**src/hw/rtl/ptc_pkg.sv**
```systemverilog
// Shared types, constants and arithmetic helpers for the pressure/temperature
// compensation block. No dependencies; every other file of the block imports it.
package ptc_pkg;

  // Fixed scheme constants
  localparam int unsigned TFINE_OFFSET   = 128000;
  localparam int unsigned RAW_FULL_SCALE = 1048576;
  localparam int unsigned PRESS_SCALE    = 3125;
  localparam int unsigned ONE_SHIFT      = 47;
  localparam int unsigned DIVISOR_SHIFT  = 33;
  localparam int unsigned OFFSET_SHIFT   = 35;
  localparam int unsigned DIV_STAGES     = 64;
  localparam int unsigned REG_ADDR_W     = 5;

  // Register map, word index
  typedef enum logic [2:0] {
    REG_TEMP_COEF_ONE      = 3'd0,
    REG_TEMP_COEF_TWO      = 3'd1,
    REG_TEMP_COEF_THREE    = 3'd2,
    REG_PRESS_COEF_ONE     = 3'd3,
    REG_PRESS_COEFS_TWO3   = 3'd4,
    REG_PRESS_COEFS_FOUR5  = 3'd5,
    REG_PRESS_COEFS_SIX7   = 3'd6,
    REG_PRESS_COEFS_EIGHT9 = 3'd7
  } ptc_reg_t;

  typedef struct packed {
    logic [19:0] raw_pressure;
    logic [19:0] raw_temperature;
  } ptc_in_t;

  typedef struct packed {
    logic signed [31:0] temperature_centi;
    logic [31:0]        pressure_q24_8;
    logic               divide_by_zero;
  } ptc_out_t;

  typedef struct packed {
    logic [15:0]        t1;
    logic signed [15:0] t2;
    logic signed [15:0] t3;
    logic [15:0]        p1;
    logic signed [15:0] p2;
    logic signed [15:0] p3;
    logic signed [15:0] p4;
    logic signed [15:0] p5;
    logic signed [15:0] p6;
    logic signed [15:0] p7;
    logic signed [15:0] p8;
    logic signed [15:0] p9;
  } ptc_coef_t;

  // Side data that rides along the divider
  typedef struct packed {
    logic               neg;
    logic               zero;
    logic signed [31:0] temp;
  } ptc_meta_t;

  typedef struct packed {
    logic [63:0] num_mag;
    logic [63:0] den_mag;
    ptc_meta_t   meta;
  } ptc_div_in_t;

  typedef struct packed {
    logic [63:0] quo;
    ptc_meta_t   meta;
  } ptc_div_out_t;

  // Low 64 bits of a 64-bit word times a 17-bit signed factor (two partial products)
  function automatic logic [63:0] mul_s17(input logic [63:0] a, input logic signed [16:0] b);
    logic signed [49:0] lo;
    logic [31:0]        bx;
    logic [63:0]        hp;
    lo = $signed({1'b0, a[31:0]}) * b;
    bx = {{15{b[16]}}, b};
    hp = a[63:32] * bx;
    return {{14{lo[49]}}, lo} + {hp[31:0], 32'd0};
  endfunction

  // Low 64 bits of the square of a 64-bit word
  function automatic logic [63:0] sq_lo64(input logic [63:0] a);
    logic [63:0] ll;
    logic [63:0] lh;
    ll = a[31:0] * a[31:0];
    lh = a[31:0] * a[63:32];
    return ll + {lh[30:0], 1'b0, 32'd0};
  endfunction

endpackage

```
**src/hw/rtl/ptc_regs.sv**
```systemverilog
// Calibration register file behind the APB-style port.
// Depends on ptc_pkg for the register map and coefficient struct.
module ptc_regs (
  input  logic                               clk,
  input  logic                               rst_n,
  input  logic                               psel,
  input  logic                               penable,
  input  logic                               pwrite,
  input  logic [ptc_pkg::REG_ADDR_W-1:0]     paddr,
  input  logic [31:0]                        pwdata,
  output logic [31:0]                        prdata,
  output logic                               pready,
  output ptc_pkg::ptc_coef_t                 coef
);
  import ptc_pkg::*;

  logic [15:0] t1_r, t2_r, t3_r, p1_r;
  logic [31:0] p23_r, p45_r, p67_r, p89_r;
  ptc_reg_t    idx;
  logic        wr;

  assign idx    = ptc_reg_t'(paddr[REG_ADDR_W-1:2]);
  assign wr     = psel & penable & pwrite;
  assign pready = 1'b1;

  // Write registers in the access phase
  always_ff @(posedge clk) begin
    if (!rst_n) begin
      t1_r <= '0; t2_r <= '0; t3_r <= '0; p1_r <= '0;
      p23_r <= '0; p45_r <= '0; p67_r <= '0; p89_r <= '0;
    end else if (wr) begin
      unique case (idx)
        REG_TEMP_COEF_ONE:      t1_r  <= pwdata[15:0];
        REG_TEMP_COEF_TWO:      t2_r  <= pwdata[15:0];
        REG_TEMP_COEF_THREE:    t3_r  <= pwdata[15:0];
        REG_PRESS_COEF_ONE:     p1_r  <= pwdata[15:0];
        REG_PRESS_COEFS_TWO3:   p23_r <= pwdata;
        REG_PRESS_COEFS_FOUR5:  p45_r <= pwdata;
        REG_PRESS_COEFS_SIX7:   p67_r <= pwdata;
        REG_PRESS_COEFS_EIGHT9: p89_r <= pwdata;
        default: ;
      endcase
    end
  end

  // Read back
  always_comb begin
    unique case (idx)
      REG_TEMP_COEF_ONE:      prdata = {16'd0, t1_r};
      REG_TEMP_COEF_TWO:      prdata = {16'd0, t2_r};
      REG_TEMP_COEF_THREE:    prdata = {16'd0, t3_r};
      REG_PRESS_COEF_ONE:     prdata = {16'd0, p1_r};
      REG_PRESS_COEFS_TWO3:   prdata = p23_r;
      REG_PRESS_COEFS_FOUR5:  prdata = p45_r;
      REG_PRESS_COEFS_SIX7:   prdata = p67_r;
      REG_PRESS_COEFS_EIGHT9: prdata = p89_r;
      default:                prdata = '0;
    endcase
  end

  // Unpack coefficients
  always_comb begin
    coef.t1 = t1_r;
    coef.t2 = $signed(t2_r);
    coef.t3 = $signed(t3_r);
    coef.p1 = p1_r;
    coef.p2 = $signed(p23_r[15:0]);
    coef.p3 = $signed(p23_r[31:16]);
    coef.p4 = $signed(p45_r[15:0]);
    coef.p5 = $signed(p45_r[31:16]);
    coef.p6 = $signed(p67_r[15:0]);
    coef.p7 = $signed(p67_r[31:16]);
    coef.p8 = $signed(p89_r[15:0]);
    coef.p9 = $signed(p89_r[31:16]);
  end

endmodule

```
**config.mk**
```make
export PLATFORM = sky130hd
export DESIGN_NAME = ptc_regs
export DESIGN_NICKNAME = d
export VERILOG_FILES = /design/src/hw/rtl/ptc_pkg.sv /design/src/hw/rtl/ptc_regs.sv
export SDC_FILE = /design/constraint.sdc
export NUM_CORES = 1
export LEC_CHECK = 0
export BUFFER_PORTS_ARGS = -buffer_cell sky130_fd_sc_hd__buf_2
export CORE_MARGIN = 2
export CORE_UTILIZATION = 52
export CTS_CLUSTER_SIZE = 12
export DETAILED_ROUTE_END_ITERATION = 7
export PLACE_DENSITY = 0.85
export SLEW_MARGIN = 15
export SYNTH_ARGS = -nofsm -noshare
export SYNTH_HDL_FRONTEND = slang
export SYNTH_SLANG_ARGS = --single-unit
```
**constraint.sdc**
```tcl
create_clock -name clk -period 2.35 [get_ports clk]
set_input_delay 0.47 -clock clk [delete_from_list [all_inputs] [get_ports clk]]
set_output_delay 0.47 -clock clk [all_outputs]
set_load 0.05 [all_outputs]
```
After elaboration in Yosys (flattened, before gate mapping):

Cells that the tools add are included.

* flip-flop bits (word level): 192
* input bits: 42
* logic and storage cells: 27

* equal/unequal tests: 7
* multiplexer cells: 1
* bitwise logic cells: 2
* reduce and logical (&&, ||, !) cells: 9

Operator list (count)
* $pmux W32 S8: 1
* $reduce_and A2 Y1: 8
* $eq A3 B3 Y1 const B: 4
* $eq A3 B2 Y1 const B: 2
* $eq A3 B1 Y1 const B: 1
* $logic_not A3 Y1: 1
* $and A1 B1 Y1: 2

Longest topological paths before layout:

Gate-level depths: netlist (run 1).

* depth after elaboration: 3
* depth in mapped cells: 7
* depth with buffers taken out: 4

Worst setup path before layout (run 1):

OpenSTA, ideal clock, no wires.

* path kind: input -> output
* start point: in paddr[2] (netlist name)
* end point: out prdata[14]
* arrival: 2.130 ns
* slack: -0.250 ns
* cell stages on the path: 6
* cell sequence: buf_4 > nor2b_1 > buf_2 > a22o_1 > a32oi_1 > a21oi_1

* longest elaborated chain between the ends: 2

RTL lines
* from (decl): line ptc_regs.sv:9 `input logic [ptc_pkg::REG_ADDR_W-1:0] paddr,`
* $eq A3 B3 Y1 (tied with other cells): line ptc_regs.sv:48 `unique case (idx)`
* $pmux W32 S8 *: line ptc_regs.sv:48
* to (decl): line ptc_regs.sv:11 `output logic [31:0] prdata,`

Mark *: on every way between the ends. The rest lies on a longest branch, timed or not.

Final worst setup path (run 1):

* start point: in paddr[3] (netlist name)
* end point: out prdata[9]

The elaborated chain is that of the path after synthesis.

==> metrics.md, run 1 <==
| Metric | Value |
|---|---|
| Outcome | `finished with violations` |
| Failing checks | `setup timing` |
| Cell-internal power | `5.09 mW` |
| CTS Buf Count | `17` |
| Synth top area share | `43.4%` |
| Final ANT Viol Nets | `0` |
| Number of distinct library cells after synthesis | `33` |
| Gpl congestion | `approximately 0.85` |
| Power Density | `611 nW/µm²` |
| Final Total Pwr | `6.88 mW` |
| Fin nets | `1347` |
| Placed cell count | `roughly 1500` |
| Htree depth | `4` |
| Synth area leader | `dfxtp_1` |
| R2R cell count | `2` |
| RSZ-0062 raised after global routing | `yes` |
| Post-DR vias/cell | `5.66` |
| Sw Pwr | `1.79 mW` |
| CTS tree | `built` |
| Largest net degree at the start of global routing | `63` |
| Final setup viols | `1` |
| Placed Instance Area | `10500 µm²` |
| Sw Ratio | `a little over a quarter` |
| Post-layout util | `67.9%` |
| CTS root buf | `clkbuf_16` |
| Die Height | `134 µm` |
| Worst setup path end | `prdata[9]` |
| Cells after Synth | `between 1000 and 1500` |
| Worst clock skew | `0 ns` |
| Worst Setup Path Type | `primary input to output port` |
| Area grow syn2layout | `27.4%` |
| Crit. End Element | `output port` |
| WL final | `29.3 mm` |
| Dpl hpwl | `20.6 mm` |
| Layout cells sized above 1 | `30.6%` |
| Leak Pwr | `approximately 4.6 nW` |
| Final Cycle Share | `100%` |
| Io pins | `about 270` |
| Rows | `47` |
| Critical path required time | `1.88 ns` |
| Worst r2r src | `p89_r[0]` |
| Routed len/inst | `19.0 µm` |
| Yosys warns | `0` |
| Max Cap Violations | `0` |
| Worst slew margin | `54.0%` |
| Peak VDD IR | `520 µV` |
| Register area share after synthesis | `43.4%` |
| Clock Latency Late Sink | `0.43 ns` |
| Design Area, Final | `11300 µm²` |
| Final cell count without fillers | `1538` |
| Combinational Power Share | `9.6%` |
| Initial Utilization | `53.3%` |
| Synth top area cells | `dfxtp_1, nand2_1, a21boi_0, mux4_2, a21boi_1` |
| Register-to-register setup slack | `between 1.5 and 2 ns` |
| Drt first pass iters | `5` |
| Synthesized area | `approximately 9000 µm²` |
| Fin Hold WS | `between 0.2 and 0.3 ns` |
| Synthesized flop and latch total | `roughly 190` |
| Worst slew pin tran | `0.689 ns` |
| Worst R2R End | `p89_r[0]` |
| Crit-path max FO | `29` |
| Clock net sink count | `192` |
| Final hold vios | `0` |
| Clk slew on worst S/H paths | `0.07 ns` |
| Syn nets | `1116` |
| Pre-CTS setup slack | `-0.0334 ns` |
| Clk pwr share | `42.6%` |
| TNS Setup | `-0.00644 ns` |
| Horiz. Die Dim | `approximately 130 µm` |
| Vias in the first global route | `between 8000 and 9000` |
| Antenna violations before repair | `1` |
| Worst Hold Class | `primary input to flop` |
| Core area | `16600 µm²` |
| Drt initial violations | `736` |
| Post-route DRC violation count | `0` |
| Final worst slack | `-0.00644 ns` |
| Total grt overflow | `0` |
| Total vias in the final route | `approximately 8700` |
| CP startpoint kind | `primary input` |
| Max-slew violations | `0` |
| Die area | `~18000 µm²` |
| Fill count | `1343` |
| Fmax | `0.424 GHz` |
| PortBufs | `263` |
| Crit path arrival time | `about 1.9 ns` |
| Crit path launch | `paddr[3]` |
| Syn_area_per_cell | `8.24 µm²` |
| Deepest clock path buffer count | `2` |
| Sequential group share of total power | `47.9%` |
| Global-route wire length before repair | `44.7 mm` |
| Gr usage total | `31.7%` |
| Final period demand of the worst path | `~2.4 ns` |
==> worst min-delay path by stage <==
stage / from / end / slack (ns) / cells past startpoint
6_report: pwdata[22] / p89_r[22] / 0.29 / 3
5_1_grt: pwdata[22] / p89_r[22] / 0.30 / 3
4_1_cts: pwdata[22] / p89_r[22] / 0.29 / 3
3_5_place_dp: t3_r[6] / t3_r[6] / 0.46 / 2
3_3_place_gp: p45_r[22] / p45_r[22] / 0.45 / 2
2_1_floorplan: pwdata[17] / p89_r[17] / 0.60 / 2
==> cells in the mapped netlist <==
| cell type | number |
|---|---|
| inv_1 | 15 |
| buf_2 | 25 |
| a221oi_1 | 29 |
| o22a_1 | 1 |
| nor2_2 | 2 |
| nor2b_1 | 4 |
| a22oi_1 | 1 |
| a32o_1 | 1 |
| nand4b_1 | 1 |
| mux4_2 | 16 |
| buf_4 | 20 |
| or3_1 | 2 |
| conb_1 | 1 |
| and4b_1 | 1 |
| a22o_1 | 17 |
| dfxtp_1 | 192 |
| mux2i_1 | 13 |
| nand4_2 | 1 |
| a21boi_1 | 46 |
| nor2_1 | 33 |
| and2_1 | 18 |
| nor3_2 | 2 |
| o2bb2ai_1 | 13 |
| nand2b_1 | 18 |
| or2_2 | 1 |
| or2_1 | 2 |
| clkbuf_1 | 55 |
| buf_1 | 1 |
| a21boi_0 | 146 |
| nand2_1 | 389 |
| a21oi_1 | 5 |
| a32oi_1 | 2 |
| mux2_2 | 1 |
==> worst max-delay path, cell delays in order <==
cell and delay, ns:
buf_2 0.19, buf_12 0.21, mux2i_2 0.29, o2bb2ai_1 0.11, a221oi_1 0.31, nor2_2 0.06, clkbuf_4 0.21
==> what timing repair did <==
action / in CTS / in global routing
hold buffers: 0 / 0
gates cloned: 0 / 1
setup endpoints to repair: 4 / 21
buffers inserted: 0 / 0
resized for setup: 5 / 23
==> flip-flops by register name, indices dropped and copies added, names as in the netlist <==
signal / count
p1_r: 16
p23_r: 32
p45_r: 32
p67_r: 32
p89_r: 32
t1_r: 16
t2_r: 16
t3_r: 16
==> area by class of cell <==
type | count | area, µm² | share of cell area, %
Sequential cell | 192 | 3840 | 34.1
Clock inverter | 13 | 155 | 1.38
Antenna cell | 1 | 2.50 | 0.0222
Inverter | 15 | 56.3 | 0.500
Timing Repair Buffer | 313 | 1900 | 16.9
Clock buffer | 18 | 429 | 3.81
Multi-Input combinational cell | 766 | 4610 | 40.9
Tap cell | 220 | 275 | 2.44
==> cell families (layout without fill, tap and decap cells) <==
family / Yosys count / after routing / synth area share [%]
DFF: 192 / 192 / 43.4
and+or+nand+nor: 474 / 474 / 21.8
buffers and inverters: 116 / 359 / 6.12
AOI/OAI and AO/OA: 261 / 261 / 22.9
muxes: 30 / 30 / 5.67
other: 1 / 2 / 0.0424
==> power groups by stage <==
stage | Sequential, mW | Combinational [mW] | Clock, mW
after global routing | 3.30 | 0.693 | 3.07
after CTS | 3.29 | 0.634 | 2.94
final | 3.30 | 0.658 | 2.93
after floorplan | 3.45 | 0.340 | 0
after detailed placement | 3.37 | 0.630 | 0
after global placement | 3.37 | 0.623 | 0
==> per-layer routing <==
metal  vias up  part of all wire (%)  global-route usage [%]
met4         0                   3.8                    16.5
met5         -                     0                       0
li1       4052                     -                       -
met2       420                    50                    52.8
met1      4168                    39                    38.6
met3        64                   7.8                    6.88
==> cells in the final DEF (no fill, tap or decap), drive strengths merged, types with 2 or more instances in the layout <==
cell / instances
a32oi: 2
nor2b: 4
a221oi: 29
clkinv: 4
nor3: 2
dfxtp: 192
o2bb2ai: 13
bufinv: 2
a21oi: 5
inv: 21
mux2i: 13
and2: 18
mux4: 16
or3: 2
nor2: 35
nand2b: 18
a21boi: 192
a22o: 17
clkbuf: 25
buf: 306
or2: 3
nand2: 389
(Power assumes the default switching activity.)
==> run 2, diff against run 1 <==
==> constraint.sdc (replaced) <==
create_clock -name clk -period 2.35 [get_ports clk]
set_input_delay 0.235 -clock clk [delete_from_list [all_inputs] [get_ports clk]]
set_output_delay 0.235 -clock clk [all_outputs]
set_load 0.05 [all_outputs]
==> metrics.md, run 2 (same netlist as run 1, synthesis figures left out) <==
| Metric | Value |
|---|---|
| Gr usage total | `30.9% (-0.78 points)` |
| Post-CTS setup buffer count | `0 (unchanged)` |
| Peak VDD IR | `520 µV (+0.16%)` |
| Max-slew violations | `0 (unchanged)` |
| CTS root buf | `clkbuf_16` |
| Fin nets | `1329 (-1.3%)` |
| Final hold vios | `0 (unchanged)` |
| Drt initial violations | `711 (-3.4%)` |
| Worst Hold Class | `primary input to flop` |
| Routed len/inst | `18.8 µm (-1.2%)` |
| Post-DR vias/cell | `5.68 (+0.40%)` |
| Outcome | `finished clean` |
| Hold path depth | `3 (unchanged)` |
| CP startpoint kind | `primary input` |
| TNS Setup | `0 ns (+0.00644 ns)` |
| Rows | `47 (unchanged)` |
| Dpl hpwl | `20.3 mm (-1.7%)` |
| RSZ-0062 raised after global routing | `no` |
| Final setup viols | `0 (-1)` |
| Gpl congestion | `0.930 (+8.9%)` |
| Fmax | `0.457 GHz (+7.6%)` |
| Final period demand of the worst path | `2.19 ns (-0.167 ns)` |
| Total grt overflow | `0 (unchanged)` |
| Drt first pass iters | `6 (+1)` |
| Initial Utilization | `53.3% (unchanged)` |
| PortBufs | `263 (unchanged)` |
| Post-route DRC violation count | `0 (unchanged)` |
| CTS tree | `built` |
| Antenna violations before repair | `2 (+1)` |
| Final Total Pwr | `6.83 mW (-0.78%)` |
| Worst path cell trace | `buf_2 -> buf_12 -> or3_1 -> nor2_1 -> nor2_1 -> buf_2` |
| Design Area, Final | `10900 µm² (-3.2%)` |
| Horiz. Die Dim | `134 µm (unchanged)` |
| Area grow syn2layout | `23.3%` |
| Htree depth | `4 (unchanged)` |
| Fin Hold WS | `0.0584 ns (-0.237 ns)` |
| Deepest clock path buffer count | `2 (unchanged)` |
| Most common cell after layout, fill and taps aside | `nand2_1` |
| Crit-path max FO | `30 (+3.4%)` |
| Placed cell count | `1488 (-1.1%)` |
| Final ANT Viol Nets | `0 (unchanged)` |
| R2R cell count | `2 (unchanged)` |
| Global-route wire length before repair | `43.5 mm (-2.7%)` |
| Clock Latency Late Sink | `0.43 ns (about the same)` |
| Leak Pwr | `4.51 nW (-2.8%)` |
| Crit path arrival time | `1.95 ns (+0.06 ns)` |
| Total vias in the final route | `8648 (-0.64%)` |
| Layout cells sized above 1 | `27.2% (-3.4 points)` |
| Die area | `18100 µm² (unchanged)` |
| Placed Instance Area | `10300 µm² (-2.3%)` |
| Max Cap Violations | `0 (unchanged)` |
| Final cell count without fillers | `1522 (-1.0%)` |
| Commonest non-fill, non-tap cells in the layout | `nand2_1, buf_2, dfxtp_1` |
| WL final | `28.6 mm (-2.2%)` |
| Largest net degree at the start of global routing | `59 (-6.3%)` |
| # resized after CTS | `0 (-5)` |
| Worst slew pin tran | `0.706 ns (+0.0175 ns)` |
| Slowest cell on crit path | `or3_1` |
| Power Density | `626 nW/µm² (+2.5%)` |
| Worst Setup Path Type | `primary input to output port` |
| Worst slew margin | `52.9% (-1.1 points)` |
| Clk slew on worst S/H paths | `0.08 ns (about the same)` |
| Clock net sink count | `192 (unchanged)` |
| Die Height | `134 µm (unchanged)` |
| Io pins | `267 (unchanged)` |
| Critical path required time | `2.12 ns (+0.24 ns)` |
| Vias in the first global route | `7916 (-3.6%)` |
| Core area | `16600 µm² (unchanged)` |
| Worst clock skew | `0 ns (unchanged)` |
| Crit. End Element | `output port` |
| Cts hold-fix bufs | `0 (unchanged)` |
| Final Cycle Share | `93.2% (-7.1 points)` |
| CTS Buf Count | `17 (unchanged)` |
| CP max stage delay | `0.60 ns (+0.29 ns)` |
[run 2: final cells by class]
type / instances / area, µm²
clock buffers: 18 / 439
diodes: 2 / 5.00
flip-flops and latches: 192 / 3840
repair buffers: 295 / 1650
inverters: 15 / 56.3
clock inverters: 14 / 169
well taps: 220 / 275
fillers: 1425 / 5680
multi-input cells: 766 / 4470
[run 2: routing by layer]
layer  GRT usage [%]  routed length (µm)
met1            36.3               10800
met2            52.7               14000
met3            8.69                2870
met4            13.9                 950
met5               0                   0
[run 2: critical path: cells and delay by family]
| family | cells | cell delay [ns] |
|---|---|---|
| buffers and inverters | 3 | 0.80 |
| AND/OR/NAND/NOR | 3 | 0.91 |
[run 2: path summary, 6_finish.rpt]
kind / startpoint / to / slack [ns]
worst max-delay path: paddr[4] / prdata[9] / 0.16
worst min-delay path: pwdata[22] / p67_r[22] / 0.06
worst max register to register: p89_r[2] / p89_r[2] / 1.57
worst min register to register: p67_r[22] / p67_r[22] / 0.47
[run 2: report_power, final]
part,leakage [nW],switching (mW),total [mW],internal [mW]
Combinational,2.66,0.414,0.598,0.184
Sequential,1.55,0.0202,3.29,3.27
Clock,0.296,1.39,2.94,1.55
[run 2: stage by stage]
stage / worst slack [ns] / util [%]
floorplan: 0.220 / -
global placement: 0.219 / 62.1
detailed placement: 0.203 / 62.1
CTS: 0.207 / 65.7
global route: 0.0601 / 65.8
finish: 0.160 / 65.8
==> run 3, diff against run 2 <==
--- a/config.mk
+++ b/config.mk
@@ -6,11 +6,13 @@
 export NUM_CORES = 1
 export LEC_CHECK = 0
 export BUFFER_PORTS_ARGS = -buffer_cell sky130_fd_sc_hd__buf_2
+export CAP_MARGIN = 40
 export CORE_MARGIN = 2
-export CORE_UTILIZATION = 52
+export CORE_UTILIZATION = 54
+export CTS_BUF_LIST = sky130_fd_sc_hd__clkbuf_8
 export CTS_CLUSTER_SIZE = 12
 export DETAILED_ROUTE_END_ITERATION = 7
-export PLACE_DENSITY = 0.85
+export PLACE_DENSITY = 0.87
 export SLEW_MARGIN = 15
 export SYNTH_ARGS = -nofsm -noshare
 export SYNTH_HDL_FRONTEND = slang
==> metrics.md, run 3 (same netlist as run 1, synthesis figures left out) <==
| Metric | Value |
|---|---|
| Met2 wire length | `13.6 mm (-3.0%)` |
| Final period demand of the worst path | `2.15 ns (-0.0358 ns)` |
| Crit. End Element | `output port` |
| CTS Buf Count | `17 (unchanged)` |
| Routed len/inst | `18.5 µm (-1.5%)` |
| Global-route wire length before repair | `43.5 mm (about the same)` |
| Rows | `46 (-2.1%)` |
| Commonest non-fill, non-tap cells in the layout | `nand2_1, buf_2, dfxtp_1` |
| Most common cell after layout, fill and taps aside | `nand2_1` |
| WL final | `28.2 mm (-1.4%)` |
| Worst slew margin | `55.4% (+2.4 points)` |
| Final hold vios | `0 (unchanged)` |
| Drt initial violations | `753 (+5.9%)` |
| Area grow syn2layout | `20.9%` |
| Critical path required time | `2.12 ns (about the same)` |
| Die area | `17400 µm² (-3.6%)` |
| Worst R2R End | `p23_r[2]` |
| # resized after CTS | `0 (unchanged)` |
| Outcome | `finished clean` |
| TNS Setup | `0 ns (unchanged)` |
| Post-DR vias/cell | `5.68 (about the same)` |
| Drt first pass iters | `8 (+2)` |
| Clock Latency Late Sink | `0.45 ns (+0.02 ns)` |
| Sequential group share of total power | `55.0% (+6.8 points)` |
| Final Total Pwr | `5.99 mW (-12%)` |
| Horiz. Die Dim | `132 µm (-1.8%)` |
| CP startpoint kind | `primary input` |
| Final setup viols | `0 (unchanged)` |
| Final Cycle Share | `91.7% (-1.5 points)` |
| Top sig layer | `met5` |
| Worst r2r src | `p23_r[2]` |
| Vias in the first global route | `8033 (+1.5%)` |
| Clock net sink count | `192 (unchanged)` |
| Register-to-register setup slack | `1.60 ns (+0.03 ns)` |
| Cell-internal power | `4.29 mW (-14%)` |
| CTS tree | `built` |
| Worst Hold Class | `primary input to flop` |
| Max-slew violations | `0 (unchanged)` |
| Total grt overflow | `0 (unchanged)` |
| Sw Ratio | `28.3% (+1.6 points)` |
| Cts hold-fix bufs | `0 (unchanged)` |
| Htree depth | `4 (unchanged)` |
| Largest net degree at the start of global routing | `95 (+61%)` |
| R2R cell count | `2 (unchanged)` |
| Layout cells sized above 1 | `27.5% (+0.22 points)` |
| Crit path arrival time | `1.92 ns (-0.03 ns)` |
| Met3 wire length | `2.67 mm (-7.0%)` |
| Max Cap Violations | `0 (unchanged)` |
| Deepest clock path buffer count | `2 (unchanged)` |
| Fmax | `0.464 GHz (+1.7%)` |
| Clk pwr share | `34.9% (-8.1 points)` |
| Worst setup path end | `prdata[24]` |
| Dpl hpwl | `20.2 mm (-0.47%)` |
| RSZ-0062 raised after global routing | `no` |
| Post-route DRC violation count | `0 (unchanged)` |
| CTS root buf | `clkbuf_8` |
| Clk slew on worst S/H paths | `0.10 ns (+0.02 ns)` |
| Io pins | `267 (unchanged)` |
| Placed cell count | `1488 (unchanged)` |
| Worst clock skew | `0 ns (unchanged)` |
| Antenna violations before repair | `3 (+1)` |
| Post-CTS setup buffer count | `0 (unchanged)` |
| Leak Pwr | `4.41 nW (-2.0%)` |
| Final cell count without fillers | `1523 (+0.066%)` |
| Gpl congestion | `0.893 (-4.0%)` |
| Initial Utilization | `55.5% (+2.1 points)` |
| Worst Setup Path Type | `primary input to output port` |
| Die Height | `132 µm (-1.8%)` |
| PortBufs | `263 (unchanged)` |
| Crit-path max FO | `20 (-33%)` |
| M1 WL | `10.8 mm (-0.26%)` |
| Fill count | `1332 (-6.5%)` |
| Sw Pwr | `1.70 mW (-7.1%)` |
| Peak VDD IR | `336 µV (-36%)` |
| Crit path launch | `paddr[3]` |
| Final ANT Viol Nets | `0 (unchanged)` |
| Fin Hold WS | `0.0379 ns (-0.0204 ns)` |
| Fin nets | `1333 (+0.30%)` |
| Worst slew pin tran | `0.670 ns (-0.0365 ns)` |
| Core area | `15900 µm² (-3.9%)` |
| Power Density | `560 nW/µm² (-11%)` |
| Gr usage total | `31.6% (+0.68 points)` |
| Total vias in the final route | `8654 (+0.069%)` |
| Combinational Power Share | `10.0% (+1.2 points)` |
[run 3: per-stage QoR]
stage	cell area (µm²)	worst slack, ns	utilization [%]
detailed placement	10300	0.142	64.6
global route	10700	0.0247	67.1
global placement	10300	0.207	64.6
finish	10700	0.196	67.1
floorplan	8850	0.220	-
CTS	10700	0.228	67.1
[run 3: layout make-up]
type	instances	area, µm²	share of cell area, %
multi-input cells	766	4470	41.8
flip-flops and latches	192	3840	35.9
repair buffers	299	1660	15.6
well taps	216	270	2.53
clock buffers	19	262	2.44
clock inverters	13	125	1.17
inverters	15	56.3	0.526
diodes	3	7.51	0.0702
[run 3: per-layer routing]
metal  vias up  global-route usage [%]
met5         -                       0
met2       463                    52.7
met3        89                    8.57
li1       4019                       -
met4         2                    14.3
met1      4081                    38.2
[run 3: power groups by stage]
| stage | logic (mW) | clock network (mW) | registers, mW |
|---|---|---|---|
| floorplan | 0.335 | 0 | 3.45 |
| global placement | 0.586 | 0 | 3.37 |
| detailed placement | 0.591 | 0 | 3.37 |
| CTS | 0.593 | 2.11 | 3.29 |
| global route | 0.632 | 2.24 | 3.30 |
| finish | 0.602 | 2.09 | 3.30 |
[run 3: how the worst min path moves through the flow]
stage	end	cells past startpoint	from	slack, ns
floorplan	p89_r[17]	2	pwdata[17]	0.37
detailed placement	t3_r[10]	2	t3_r[10]	0.46
finish	p89_r[24]	3	pwdata[24]	0.04
global placement	p67_r[21]	2	p67_r[21]	0.45
CTS	p45_r[22]	3	pwdata[22]	0.01
global route	p89_r[21]	3	pwdata[21]	0.01
[run 3: worst max-delay path, stage by stage]
cell	delay (ns)
buf_2	0.33
buf_4	0.34
buf_4	0.28
mux4_2	0.33
and2_1	0.17
buf_2	0.21
